==> src/hdl/assert_macros.svh <==
// assertion macros for the rtl, included by chamber_mode_supervisor.sv
`ifndef ASSERT_MACROS_SVH
`define ASSERT_MACROS_SVH

// clocked check, masked while reset is asserted
`define ASSERT_RST(lbl, prop, msg) \
  lbl: assert property (@(posedge clk_i) disable iff (!rst_ni) (prop)) else $error(msg);

// clocked check that also holds during reset
`define ASSERT_ALWAYS(lbl, prop, msg) \
  lbl: assert property (@(posedge clk_i) (prop)) else $error(msg);

`endif

==> src/hdl/cms_pkg.sv <==
// types and constants of the chamber mode supervisor
`default_nettype none
package cms_pkg;

  typedef enum logic [2:0] {
    MODE_INIT    = 3'd0,
    MODE_IDLE    = 3'd1,
    MODE_RUNNING = 3'd2,
    MODE_ALARM   = 3'd3,
    MODE_STANDBY = 3'd4
  } mode_e;

  localparam logic OP_EVENT = 1'b0;
  localparam logic OP_CHECK = 1'b1;

  // event flag bit positions
  localparam int unsigned EvSensorTimeout = 0;
  localparam int unsigned EvSensorFault   = 1;
  localparam int unsigned EvStart         = 2;
  localparam int unsigned EvStop          = 3;
  localparam int unsigned EvEstop         = 4;
  localparam int unsigned EvOverTemp      = 5;
  localparam int unsigned EvAck           = 6;
  localparam int unsigned EvIdleTimeout   = 7;
  localparam int unsigned EvStable        = 8;
  localparam int unsigned EvFirstReading  = 9;
  localparam int unsigned EvUnstable      = 10;

  localparam logic [10:0] EV_FAULT_MASK = 11'((1 << EvSensorTimeout) | (1 << EvSensorFault) |
                                              (1 << EvEstop) | (1 << EvOverTemp));

  // register indexes on the configuration port
  localparam logic [1:0] REG_TEMP_BAND     = 2'd0;
  localparam logic [1:0] REG_HUM_BAND      = 2'd1;
  localparam logic [1:0] REG_REQUIRED_HITS = 2'd2;

  localparam logic [15:0] TEMP_BAND_RST     = 16'd50;
  localparam logic [13:0] HUM_BAND_RST      = 14'd300;
  localparam logic [15:0] REQUIRED_HITS_RST = 16'd30;
  localparam logic [15:0] HIT_MAX           = 16'hFFFF;

  typedef struct packed {
    logic               opcode;
    logic        [10:0] event_flags;
    logic               snapshot_valid;
    logic signed [15:0] temperature;
    logic        [13:0] humidity;
    logic signed [15:0] target_temperature;
    logic        [13:0] target_humidity;
  } in_word_t;

  typedef struct packed {
    logic [2:0]  mode;
    logic        mode_changed;
    logic        within_band;
    logic        stable_raised;
    logic        unstable_raised;
    logic [15:0] hit_count;
  } out_word_t;

endpackage
`default_nettype wire

==> src/hdl/chamber_mode_supervisor.sv <==
// chamber mode supervisor: input register then result register
// throughput one word per cycle unless the output stalls, mode and hit counter
// update as a word leaves the input register, set by the combinational band
// compare and counter logic; reset clears both registers' valid flags, sets
// mode to init, counter to zero and the band and hit registers to their defaults
`default_nettype none
`include "assert_macros.svh"
module chamber_mode_supervisor (
  input  wire                  clk_i,
  input  wire                  rst_ni,
  input  wire                  in_valid_i,
  output logic                 in_stall_o,
  input  cms_pkg::in_word_t    in_data_i,
  output logic                 out_valid_o,
  input  wire                  out_stall_i,
  output cms_pkg::out_word_t   out_data_o,
  input  wire                  psel,
  input  wire                  penable,
  input  wire                  pwrite,
  input  wire  [3:0]           paddr,
  input  wire  [31:0]          pwdata,
  output logic [31:0]          prdata,
  output logic                 pready
);
  import cms_pkg::*;

  logic [15:0] temp_band_q;
  logic [13:0] hum_band_q;
  logic [15:0] req_hits_q;

  logic      s1_valid_q;
  in_word_t  s1_data_q;
  logic      out_valid_q;
  out_word_t out_data_q;

  mode_e       mode_q, mode_d;
  logic [15:0] cnt_q, cnt_d;
  logic        inb, st_r, un_r;

  logic out_free, s1_move, in_take;

  // configuration port
  assign pready = 1'b1;
  wire cfg_wr = psel && penable && pwrite && pready;

  always_ff @(posedge clk_i or negedge rst_ni) begin
    if (!rst_ni) begin
      temp_band_q <= TEMP_BAND_RST;
      hum_band_q  <= HUM_BAND_RST;
      req_hits_q  <= REQUIRED_HITS_RST;
    end else if (cfg_wr) begin
      unique case (paddr[3:2])
        REG_TEMP_BAND:     temp_band_q <= pwdata[15:0];
        REG_HUM_BAND:      hum_band_q  <= pwdata[13:0];
        REG_REQUIRED_HITS: req_hits_q  <= pwdata[15:0];
        default: ;
      endcase
    end
  end

  always_comb begin
    unique case (paddr[3:2])
      REG_TEMP_BAND:     prdata = {16'd0, temp_band_q};
      REG_HUM_BAND:      prdata = {18'd0, hum_band_q};
      REG_REQUIRED_HITS: prdata = {16'd0, req_hits_q};
      default:           prdata = 32'd0;
    endcase
  end

  // pipeline handshake
  assign out_free   = !out_valid_q || !out_stall_i;
  assign s1_move    = s1_valid_q && out_free;
  assign in_take    = !s1_valid_q || out_free;
  assign in_stall_o = !in_take;

  always_ff @(posedge clk_i or negedge rst_ni) begin
    if (!rst_ni) begin
      s1_valid_q  <= 1'b0;
      out_valid_q <= 1'b0;
      mode_q      <= MODE_INIT;
      cnt_q       <= 16'd0;
    end else begin
      if (in_take) s1_valid_q <= in_valid_i;
      if (out_free) out_valid_q <= s1_valid_q;
      if (s1_move) begin
        mode_q <= mode_d;
        cnt_q  <= cnt_d;
      end
    end
  end

  always_ff @(posedge clk_i) begin
    if (in_take && in_valid_i) s1_data_q <= in_data_i;
    if (s1_move) begin
      out_data_q.mode            <= mode_d;
      out_data_q.mode_changed    <= (mode_d != mode_q);
      out_data_q.within_band     <= inb;
      out_data_q.stable_raised   <= st_r;
      out_data_q.unstable_raised <= un_r;
      out_data_q.hit_count       <= cnt_d;
    end
  end

  assign out_valid_o = out_valid_q;
  assign out_data_o  = out_data_q;

  // next mode
  logic [10:0] flags;
  assign flags = s1_data_q.event_flags;

  always_comb begin
    mode_d = mode_q;
    if (s1_data_q.opcode == OP_EVENT) begin
      if ((flags & EV_FAULT_MASK) != 11'd0) begin
        mode_d = MODE_ALARM;
      end else begin
        unique case (mode_q)
          MODE_INIT:    if (flags[EvFirstReading]) mode_d = MODE_IDLE;
          MODE_IDLE:    if (flags[EvStart]) mode_d = MODE_RUNNING;
          MODE_RUNNING: begin
            if (flags[EvStop])        mode_d = MODE_IDLE;
            else if (flags[EvStable]) mode_d = MODE_STANDBY;
          end
          MODE_STANDBY: begin
            if (flags[EvStop])          mode_d = MODE_IDLE;
            else if (flags[EvUnstable]) mode_d = MODE_RUNNING;
          end
          MODE_ALARM:   if (flags[EvAck]) mode_d = MODE_IDLE;
          default:      mode_d = MODE_INIT;
        endcase
      end
    end
  end

  // band check and hit counter
  logic signed [16:0] dt_s;
  logic        [16:0] dt;
  logic        [13:0] dh;
  logic        [15:0] cnt_inc;
  logic               active;

  assign dt_s = 17'(s1_data_q.temperature) - 17'(s1_data_q.target_temperature);
  assign dt   = dt_s[16] ? 17'(-dt_s) : 17'(dt_s);
  assign dh   = (s1_data_q.humidity >= s1_data_q.target_humidity)
              ? (s1_data_q.humidity - s1_data_q.target_humidity)
              : (s1_data_q.target_humidity - s1_data_q.humidity);
  assign cnt_inc = (cnt_q < HIT_MAX) ? (cnt_q + 16'd1) : cnt_q;
  assign active  = (mode_q == MODE_RUNNING) || (mode_q == MODE_STANDBY);

  always_comb begin
    inb   = 1'b0;
    st_r  = 1'b0;
    un_r  = 1'b0;
    cnt_d = cnt_q;
    if (s1_data_q.opcode == OP_EVENT) begin
      if (mode_d != mode_q) cnt_d = 16'd0;
    end else if (!active || !s1_data_q.snapshot_valid) begin
      cnt_d = 16'd0;
    end else begin
      inb = (dt < {1'b0, temp_band_q}) && (dh < hum_band_q);
      if (mode_q == MODE_RUNNING) begin
        if (inb) begin
          if (cnt_inc >= req_hits_q) begin
            cnt_d = 16'd0;
            st_r  = 1'b1;
          end else begin
            cnt_d = cnt_inc;
          end
        end else begin
          cnt_d = 16'd0;
        end
      end else if (!inb) begin
        cnt_d = 16'd0;
        un_r  = 1'b1;
      end
    end
  end

  `ASSERT_RST(a_stable_word, out_valid_o && out_data_o.stable_raised |-> out_data_o.mode == MODE_RUNNING && out_data_o.hit_count == 16'd0 && out_data_o.within_band, "stable word inconsistent")
  `ASSERT_RST(a_unstable_word, out_valid_o && out_data_o.unstable_raised |-> out_data_o.mode == MODE_STANDBY && out_data_o.hit_count == 16'd0 && !out_data_o.within_band, "unstable word inconsistent")
  `ASSERT_RST(a_change_clears, out_valid_o && out_data_o.mode_changed |-> out_data_o.hit_count == 16'd0, "mode change kept counter")
  `ASSERT_RST(a_stage_moves, s1_valid_q && out_free |=> out_valid_q, "word lost between stages")

endmodule
`default_nettype wire

==> config.mk <==
export PLATFORM = sky130hd
export DESIGN_NAME = chamber_mode_supervisor
export DESIGN_NICKNAME = d
export VERILOG_FILES = /design/src/hdl/cms_pkg.sv /design/src/hdl/chamber_mode_supervisor.sv
export VERILOG_INCLUDE_DIRS = /design/src /design/src/hdl
export SDC_FILE = /design/constraint.sdc
export NUM_CORES = 1
export LEC_CHECK = 0
export ABC_AREA = 1
export BUFFER_PORTS_ARGS = -buffer_cell sky130_fd_sc_hd__buf_2
export CAP_MARGIN = 20
export CORE_MARGIN = 2
export CORE_UTILIZATION = 24
export CTS_CLUSTER_SIZE = 30
export DETAILED_ROUTE_END_ITERATION = 8
export PLACE_DENSITY = 0.51
export SLEW_MARGIN = 20
export SYNTH_ARGS = -nofsm -noshare
export SYNTH_HDL_FRONTEND = slang
export SYNTH_SLANG_ARGS = --single-unit
==> constraint.sdc <==
create_clock -name clk_i -period 9.38 [get_ports clk_i]
set_input_delay 0.938 -clock clk_i [delete_from_list [all_inputs] [get_ports clk_i]]
set_output_delay 0.938 -clock clk_i [all_outputs]
set_load 0.02 [all_outputs]
==> results of run 1 <==
tightest hold or removal path: stages, from the launching register on:
cell,delay [ns]
dfrtp_1,0.34
nand2_1,0.05
o21ai_0,0.06
worst paths after layout:
kind                                                    end  slack, ns                         from
worst min-delay path            temp_band_q[14]$_DFFE_PN0P_       0.49  temp_band_q[14]$_DFFE_PN0P_
min in group asynchronous              cnt_q[6]$_DFFE_PN0P_       0.67                       rst_ni
worst max-delay path                   cnt_q[6]$_DFFE_PN0P_       4.14      s1_data_q[30]$_DFFE_PP_
worst max register to register         cnt_q[6]$_DFFE_PN0P_       4.14      s1_data_q[30]$_DFFE_PP_
max in group asynchronous         hum_band_q[7]$_DFFE_PN0P_       8.10                       rst_ni
worst min register to register  temp_band_q[14]$_DFFE_PN0P_       0.49  temp_band_q[14]$_DFFE_PN0P_
cell usage after synthesis, drive strengths merged:
| library cell | instances | area share (%) |
|---|---|---|
| nand3 | 48 | 2.5 |
| o21bai | 3 | 0.21 |
| clkinv | 1 | 0.034 |
| o31a | 1 | 0.081 |
| a22oi | 1 | 0.069 |
| and3 | 2 | 0.11 |
| dfstp | 11 | 2.7 |
| edfxtp | 95 | 26 |
| nor2 | 70 | 2.6 |
| dlygate4sd3 | 1 | 0.092 |
| nor3b | 1 | 0.11 |
| nor3 | 10 | 0.79 |
| nand4 | 30 | 1.8 |
| a21o | 3 | 0.21 |
| ha | 89 | 10 |
| o21ai | 80 | 3.7 |
| o211ai | 2 | 0.14 |
| a2111oi | 1 | 0.081 |
| a31oi | 3 | 0.17 |
| o31ai | 1 | 0.069 |
| nor4 | 1 | 0.058 |
| inv | 250 | 8.6 |
| o22ai | 3 | 0.23 |
| o221a | 1 | 0.10 |
| clkbuf | 13 | 0.57 |
| buf | 25 | 1.8 |
| dlymetal6s2s | 1 | 0.11 |
| nand2 | 409 | 15 |
| xnor2 | 9 | 0.72 |
| or4 | 1 | 0.069 |
| o41ai | 1 | 0.081 |
| xor2 | 27 | 2.2 |
| o221ai | 16 | 1.3 |
| dfrtp | 56 | 13 |
| and2 | 5 | 0.31 |
| fa | 3 | 0.55 |
| a21boi | 3 | 0.21 |
| nand3b | 3 | 0.21 |
| a21oi | 59 | 2.7 |
| o21a | 5 | 0.34 |
| conb | 2 | 0.069 |
| o2111ai | 2 | 0.16 |
cell families after synthesis:
family                   Yosys count  synth area share [%]
AND/OR/NAND/NOR                  580                 23.35
XOR/XNOR                          36                 2.898
adder cells (fa/ha/maj)           92                 10.79
flip-flops                       162                 41.75
buffers and inverters            291                 11.28
other                              2               0.06902
AO/OA/AOI/OAI                    185                 9.865
flip-flops by register name (all words and copies together) (netlist names):
register and count:
temp_band_q 16, req_hits_q 16, cnt_q 16, s1_data_q 62
out_valid_o 1, mode_q 3, hum_band_q 14, flags 10
out_data_o 23, s1_valid_q 1
power groups by stage:
stage	sequential, mW	combinational (mW)	clock, mW
floorplan	0.910	0.541	0
global placement	0.906	0.740	0
detailed placement	0.909	0.753	0
CTS	0.895	0.756	0.698
global route	0.905	0.861	0.719
finish	0.894	0.744	0.662
per-stage QoR:
stage,utilization [%],hold slack [ns]
floorplan,-,0.4340
global placement,26.93,0.4664
detailed placement,26.93,0.4728
CTS,28.12,0.4883
global route,28.12,0.5094
finish,28.12,0.4861
area by class of cell:
class                      count  area (sq um)  share of cell area (%)
tap                          600         750.7                   5.921
multi-input combinational    910          5181                   40.87
timing repair buffer         142         723.2                   5.704
clock buffer                  22         465.4                   3.671
sequential                   162          4543                   35.83
clock inverter                10         72.57                  0.5724
inverter                     251         942.2                   7.431
layer usage:
layer  track usage (%)  routed length, microns  vias up
li1                  -                       -     4580
met1             17.05                   13880     4085
met2             20.49                   13270      186
met3             2.572                    1137       19
met4             4.384                     424        0
met5                 0                       0        -
==> metrics.yaml, run 1 <==
detailed_routing:
  ant_nets: 0
  dr.pass1.iters: 5
  finalWirelength_mm: 28.71
  via_count: 8870
  post_drt_wl_per_cell_microns: 13.69
  drc: 0
  drt-vias-per-instance: 4.230
  drtIter0Drc: 594
clock_network:
  postCtsHoldBufs: 0
  post_cts_resized: 0
  root_buffer: "clkbuf_16"
  cts-htree-levels: 4
  clockBufferDepth: 2
  path_clk_slew_ns: 0.07
  cts.sinks: 162
  clkLatencyLatePin_ns: 0.48
  postCtsSetupBuffers: 0
  cts_tree: "yes"
  cts_made_buffers: 17
sta:
  clock.fmax_mhz: 190.9
  slew_headroom_pct: 26.45
  fin_worst_skew_ns: 0.01527
  finalCritPeriodShare_pct: 55.85
  rsz0062_at_grt: "false"
  fin_ws_ns: 4.141
  tightest_slew_ns: 1.100
  fin_setup_tns_ns: 0
  finalCriticalPeriod_ns: 5.239
  hold_viol_final: 0
  drv_slew: 0
  setup_violations: 0
logic_synthesis:
  netlist-cell-type-count: 62
  synth_seq_cells: 162
  syn_avg_cell_area_sq_um: 8.072
  synthesis.area_sq_um: 10880
  syn-instance-count: 1348
  synth-seq-area-share_pct: 41.75
  yosys_warnings: 0
die:
  ios: 174
  start_util_pct: 24.13
  fp-row-count: 78
  die-height_microns: 216.9
  dieArea_sq_um: 47060
  die_x_microns: 216.9
  core_sq_um: 45090
place:
  hpwl_mm: 22.57
  place_inst: 2065
  post_dp_cell_area_sq_um: 12140
  place.gp.congestion: 0.8736
  place_ws_ns: 4.117
  port-buffer-count: 137
worst_setup_path:
  crit_type: "flop to flop"
  critical_path_arrival_ns: 5.66
  crit_path_end_kind: "flop"
  critPathMaxFanout: 17
  start_kind: "flop"
  crit_family: "simple AND/OR/NAND/NOR gates"
  cp_num_cells: 29
  crit_path_max_incr_delay_ns: 0.49
  path_common_cell: "nand2_1"
  cp_num_buf_inv: 5
  worstRegToRegCells: 29
  worstPathRequired_ns: 9.80
  cpMaxStageDelayCell: "o21ai_0"
grt:
  grt_pass1_wl_mm: 45.67
  grt_overflow: 0
  grt_pass1_vias: 8557
  grt_max_degree: 70
  grt_use_total_pct: 12.75
  antenna_found_initial: 0
min_path:
  hold_path_class: "flop to flop"
  hold_depth: 2
final_layout:
  drive_above_1_share_pct: 15.76
  synthToLayoutAreaGrowth_pct: 16.51
  fillers: 4909
  final_cell_mix: "382 x nand2_1, 242 x inv_1, 137 x buf_2, 95 x edfxtp_1, 89 x ha_1"
  diodes: 0
  finalNetCount: 1692
  final_common_cell: "nand2_1"
  layoutNonFillerInstCount: 2097
  final_cell_area_sq_um: 12680
run_status:
  status: "finished, final reports clean"
pwr:
  ir_drop_uv: 132.7
  power_frac_comb_pct: 32.4
  p_leak_nw: 6.313
  intPower_mw: 1.465
  p_switching_mw: 0.8350
  power_mw: 2.300
  p_clk_share_pct: 28.8
  p_per_area_nw_per_um2: 181.4
  power_frac_seq_pct: 38.8
  switching_share_pct: 36.30
run:
  cap_viol_max_count: 0
Note: power is estimated with default switching activity, not from simulation.
==> run 2, diff against run 1 <==
--- a/config.mk
+++ b/config.mk
@@ -13,7 +13,7 @@
 export CORE_UTILIZATION = 24
 export CTS_CLUSTER_SIZE = 30
 export DETAILED_ROUTE_END_ITERATION = 8
-export PLACE_DENSITY = 0.51
+export PLACE_DENSITY = 0.53
 export SLEW_MARGIN = 20
 export SYNTH_ARGS = -nofsm -noshare
 export SYNTH_HDL_FRONTEND = slang
==> constraint.sdc (replaced) <==
create_clock -name clk_i -period 4.6 [get_ports clk_i]
set_input_delay 0.46 -clock clk_i [delete_from_list [all_inputs] [get_ports clk_i]]
set_output_delay 0.46 -clock clk_i [all_outputs]
set_load 0.02 [all_outputs]
==> run 2 against run 1 <==
Compared with the run above:
- largest cell class unchanged
- the flow now finishes with violations (negative hold slack)
- core utilization up 0.84 points
- combinational power grew 120%
- critical endpoint is now cnt_q[10]$_DFFE_PN0P_
- first-iteration DRC count decreased by 15%
- clock skew down 0.0035 ns
- highest routed layer unchanged
- setup slack got worse by 3.9 ns
- cell count is 1.1% higher
==> metrics.yaml, run 2 (synthesis gave the netlist of run 1 again) <==
run_status:
  status: "finished, violations left"
  violations: "negative hold slack"
worst_setup_path:
  crit_path_end_kind: "flop"
  worstPathRequired_ns: 5.01
  start_kind: "flop"
  critical_path_arrival_ns: 4.81
  rrSetupSlack_ns: 0.21
  crit_type: "flop to flop"
  worstRegToRegCells: 30
  critPathMaxFanout: 8
  reg2reg_from: "s1_data_q[30]$_DFFE_PP_"
  crit_path_max_incr_delay_ns: 0.39
  cpMaxStageDelayCell: "edfxtp_1"
  reg2reg_to: "cnt_q[10]$_DFFE_PN0P_"
  path_common_cell: "nand2_2"
place:
  port-buffer-count: 137
  hpwl_mm: 22.94
  place_inst: 2074
  place.gp.congestion: 0.8525
grt:
  grt_max_degree: 45
  grt_overflow: 0
  grt_pass1_wl_mm: 46.05
  antenna_found_initial: 2
  grt_pass1_vias: 8670
  grt_use_total_pct: 12.82
die:
  ios: 174
  start_util_pct: 24.13
  die-height_microns: 216.9
  die_x_microns: 216.9
  dieArea_sq_um: 47060
  core_sq_um: 45090
  fp-row-count: 78
pwr:
  switching_share_pct: 36.36
  ir_drop_uv: 211.7
  p_leak_nw: 6.478
  p_clk_share_pct: 29.6
  p_per_area_nw_per_um2: 372.8
  power_frac_comb_pct: 32.9
  intPower_mw: 3.097
  power_frac_seq_pct: 37.5
  p_switching_mw: 1.769
final_layout:
  ff_latch_area_sq_um: 4543
  layoutNonFillerInstCount: 2120
  fillers: 4892
  final_common_cell: "nand2_1"
  largest_reg_flops: 62
  regMostFlops: "s1_data_q"
  final_cell_mix: "372 x nand2_1, 238 x inv_1, 136 x buf_2, 95 x edfxtp_1, 87 x ha_1"
  synthToLayoutAreaGrowth_pct: 19.97
  drive_above_1_share_pct: 19.17
  finalNetCount: 1713
  multiInputGateArea_sq_um: 5286
clock_network:
  cts_made_buffers: 17
  path_clk_slew_ns: 0.07
  cts.sinks: 162
  clkLatencyLatePin_ns: 0.48
  cts_tree: "yes"
  clockBufferDepth: 2
  cts-htree-levels: 4
  root_buffer: "clkbuf_16"
detailed_routing:
  drc: 0
  drtIter0Drc: 502
  post_drt_wl_per_cell_microns: 13.77
  dr.pass1.iters: 5
  via_count: 8963
  drt-vias-per-instance: 4.228
  finalWirelength_mm: 29.20
  ant_nets: 0
sta:
  tightest_slew_ns: 0.9726
  fin_worst_skew_ns: 0.01178
  clock.fmax_mhz: 227.5
  rsz0062_at_grt: "true"
  hold_viol_final: 4
  slew_headroom_pct: 35.00
  finalCriticalPeriod_ns: 4.395
  drv_slew: 0
  timing.hold.ws_ns: -0.004545
  finalCritPeriodShare_pct: 95.54
  setup_violations: 0
run:
  cap_viol_max_count: 0
min_path:
  hold_path_class: "primary input to asynchronous set/reset pin"
[run 2: worst max path at each step]
stage,slack (ns),startpoint,cells past startpoint,to
6_report,0.21,s1_data_q[30]$_DFFE_PP_,30,cnt_q[10]$_DFFE_PN0P_
5_1_grt,-0.14,s1_data_q[30]$_DFFE_PP_,29,cnt_q[6]$_DFFE_PN0P_
4_1_cts,0.07,s1_data_q[30]$_DFFE_PP_,30,cnt_q[2]$_DFFE_PN0P_
3_5_place_dp,0.1,s1_data_q[30]$_DFFE_PP_,30,cnt_q[2]$_DFFE_PN0P_
3_3_place_gp,0.15,s1_data_q[30]$_DFFE_PP_,30,cnt_q[2]$_DFFE_PN0P_
2_1_floorplan,0.59,s1_data_q[30]$_DFFE_PP_,31,cnt_q[10]$_DFFE_PN0P_
[run 2: power groups by stage]
stage | Sequential (mW) | Clock [mW] | Combinational [mW]
floorplan | 1.86 | 0 | 1.10
global placement | 1.85 | 0 | 1.51
detailed placement | 1.85 | 0 | 1.55
CTS | 1.82 | 1.51 | 1.56
global route | 1.85 | 1.56 | 1.84
finish | 1.82 | 1.44 | 1.60
[run 2: what timing repair did]
| action | 4_1_cts | 5_1_grt |
|---|---|---|
| buffers inserted | 0 | 8 |
| resized for setup | 0 | 43 |
| setup endpoints to repair | 0 | 34 |
| hold buffers | 0 | 0 |
[run 2: cell type report]
cell class	instances	share of cell area (%)
Timing Repair inverter	1	0.05750
Tap cell	600	5.750
Inverter	251	7.236
Antenna cell	2	0.03834
Sequential cell	162	34.80
Clock buffer	20	3.747
Timing Repair Buffer	162	7.102
Multi-Input combinational cell	910	40.49
Clock inverter	12	0.7763
[run 2: worst max-delay path, delay by kind of cell (launching register included)]
family / cells / cell delay, ns
flops: 1 / 0.39
compound gates: 5 / 0.71
buf+inv: 6 / 0.68
xor+xnor: 1 / 0.12
simple gates: 15 / 1.59
fa+ha+maj: 3 / 0.82
[run 2: per-stage QoR]
step / TNS, ns / cell area, sq um / total power, mW / setup slack (ns) / util (%)
finish: 0 / 13060 / 4.866 / 0.2052 / 28.95
global route: -2.659 / 13050 / 5.242 / -0.1435 / 28.95
CTS: 0 / 12800 / 4.886 / 0.07150 / 28.40
detailed placement: 0 / 12210 / 3.402 / 0.09869 / 27.09
global placement: 0 / 12210 / 3.360 / 0.1497 / 27.09
floorplan: 0 / 10940 / 2.958 / 0.5911 / -
[run 2: routing by layer]
layer,track usage [%],wire (microns)
met5,0,0
met4,5.571,780
met3,2.921,1153
met2,19.59,13100
met1,17.31,14170
==> run 3, diff against run 2 <==
--- a/config.mk
+++ b/config.mk
@@ -10,10 +10,10 @@
 export BUFFER_PORTS_ARGS = -buffer_cell sky130_fd_sc_hd__buf_2
 export CAP_MARGIN = 20
 export CORE_MARGIN = 2
-export CORE_UTILIZATION = 24
+export CORE_UTILIZATION = 52
 export CTS_CLUSTER_SIZE = 30
 export DETAILED_ROUTE_END_ITERATION = 8
-export PLACE_DENSITY = 0.53
+export PLACE_DENSITY = 0.88
 export SLEW_MARGIN = 20
 export SYNTH_ARGS = -nofsm -noshare
 export SYNTH_HDL_FRONTEND = slang
==> constraint.sdc (replaced) <==
create_clock -name clk_i -period 3.95 [get_ports clk_i]
set_input_delay 0.395 -clock clk_i [delete_from_list [all_inputs] [get_ports clk_i]]
set_output_delay 0.395 -clock clk_i [all_outputs]
set_load 0.02 [all_outputs]
==> run 3 against run 2 <==
Compared with the run above:
- the flow finishes with violations (negative hold slack, negative setup slack)
- final area up 1.5%
- global-route usage up 12 points
- worst hold slack worse by 0.0044 ns
- via count up 10%
- sequential share of layout area down 0.52 points
==> metrics.yaml, run 3 (synthesis gave the netlist of run 1 again) <==
run_status:
  status: "finished, violations left"
  violations: "negative hold slack, negative setup slack"
worst_setup_path:
  worstPathRequired_ns: 4.33
  start_kind: "flop"
  critical_path_arrival_ns: 4.71
  crit_type: "flop to flop"
  critPathMaxFanout: 8
  cpMaxStageDelayCell: "fa_2"
  crit_path_max_incr_delay_ns: 0.55
  crit_path_end_kind: "flop"
  path_common_cell: "nand2_1"
clock_network:
  cts_made_buffers: 17
  postCtsHoldBufs: 0
  root_buffer: "clkbuf_16"
  clkLatencyLatePin_ns: 0.43
  path_clk_slew_ns: 0.08
  clockBufferDepth: 2
  cts.sinks: 162
  cts-htree-levels: 4
  cts_tree: "yes"
pwr:
  p_per_area_nw_per_um2: 460.0
  ir_drop_uv: 353.1
  p_leak_nw: 6.783
detailed_routing:
  drtIter0Drc: 1015
  post_drt_wl_per_cell_microns: 15.28
  drc: 0
  dr.pass1.iters: 6
  ant_nets: 0
  drt-vias-per-instance: 5.370
  via_count: 9865
  finalWirelength_mm: 28.07
place:
  hpwl_mm: 19.76
  port-buffer-count: 137
  place.gp.congestion: 1.006
sta:
  slew_headroom_pct: 34.76
  fin_setup_tns_ns: -9.602
  finalCritPeriodShare_pct: 109.6
  hold_viol_final: 5
  tightest_slew_ns: 0.9762
  fin_ws_ns: -0.3805
  drv_slew: 0
  setup_violations: 35
  finalCriticalPeriod_ns: 4.330
  fin_worst_skew_ns: 0.01463
  clock.fmax_mhz: 230.9
  timing.hold.ws_ns: -0.008992
  rsz0062_at_grt: "true"
grt:
  grt_max_degree: 45
  antenna_found_initial: 2
  grt_use_total_pct: 24.60
  grt_pass1_wl_mm: 43.54
  grt_overflow: 0
  grt_pass1_vias: 9283
run:
  cap_viol_max_count: 0
final_layout:
  final_cell_mix: "359 x nand2_1, 237 x inv_1, 137 x buf_2, 95 x edfxtp_1, 79 x ha_1"
  drive_above_1_share_pct: 23.58
  final_common_cell: "nand2_1"
  synthToLayoutAreaGrowth_pct: 21.80
  finalNetCount: 1760
  regMostFlops: "s1_data_q"
  largest_reg_flops: 62
die:
  fp-row-count: 52
  core_sq_um: 20360
  ios: 174
  die-height_microns: 148.7
  die_x_microns: 148.7
  dieArea_sq_um: 22100
  start_util_pct: 53.43
min_path:
  hold_path_class: "primary input to asynchronous set/reset pin"
-- run 3: critical path, delay by kind of cell, from the launching register on --
kind	cells	cell delay (ns)
compound gates	3	0.46
xor+xnor	1	0.17
fa+ha+maj	4	1.18
buf+inv	3	0.38
flops	1	0.37
simple gates	18	1.71
-- run 3: metal layers --
layer  part of all wire, %  track usage [%]  vias to the layer above  routed length (microns)
met1                    41            32.13                     4543                    11380
li1                      -                -                     4731                        -
met5                     0                0                        -                        0
met4                   3.3            9.905                        0                      938
met2                    48            40.83                      517                    13390
met3                   8.4            4.294                       74                     2357
-- run 3: metrics by stage --
step | util (%) | worst slack (ns) | power, mW | instances | instance area (sq um)
after detailed placement | 59.48 | -0.3499 | 4.021 | 1782 | 12110
after global placement | 59.48 | -0.1731 | 3.910 | 1782 | 12110
after global routing | 65.08 | -0.6740 | 6.425 | 1837 | 13250
after CTS | 63.59 | -0.1737 | 5.874 | 1827 | 12950
after floorplan | - | 0.02054 | 3.448 | 1363 | 10940
final | 65.08 | -0.3805 | 6.097 | 1837 | 13250
-- run 3: final timing paths --
check / depth (start not counted) / slack (ns) / start / to
max: 29 / -0.38 / s1_data_q[14]$_DFFE_PP_ / cnt_q[7]$_DFFE_PN0P_
min: 1 / -0.009 / rst_ni / cnt_q[10]$_DFFE_PN0P_
max reg2reg: 29 / -0.38 / s1_data_q[14]$_DFFE_PP_ / cnt_q[7]$_DFFE_PN0P_
min reg2reg: 2 / 0.49 / temp_band_q[10]$_DFFE_PN0P_ / temp_band_q[10]$_DFFE_PN0P_
max in group asynchronous: 2 / 2.95 / rst_ni / temp_band_q[5]$_DFFE_PN1P_
min in group clk_i: 1 / 0.14 / in_data_i[40] / s1_data_q[40]$_DFFE_PP_
-- run 3: layout make-up --
type	instances	area, sq um
Antenna cell	2	5.005
Clock buffer	18	429.2
Clock inverter	14	185.2
Fill cell	1565	7111
Inverter	251	947.2
Multi-Input combinational cell	911	5497
Sequential cell	162	4543
Tap cell	270	337.8
Timing Repair Buffer	209	1310
-- run 3: report_power, final --
part / internal [mW] / leakage (nW) / switching, mW / total (mW)
registers: 2.02 / 1.76 / 0.110 / 2.13
clock network: 0.969 / 0.302 / 0.776 / 1.75
logic: 0.858 / 4.72 / 1.37 / 2.22
-- run 3: what timing repair did --
action | CTS | global route
setup endpoints to repair | 35 | 35
setup buffers | 12 | 6
hold endpoints to repair | 0 | 0
gates cloned | 1 | 2
gates resized for setup | 31 | 50
pin swaps | 12 | 27
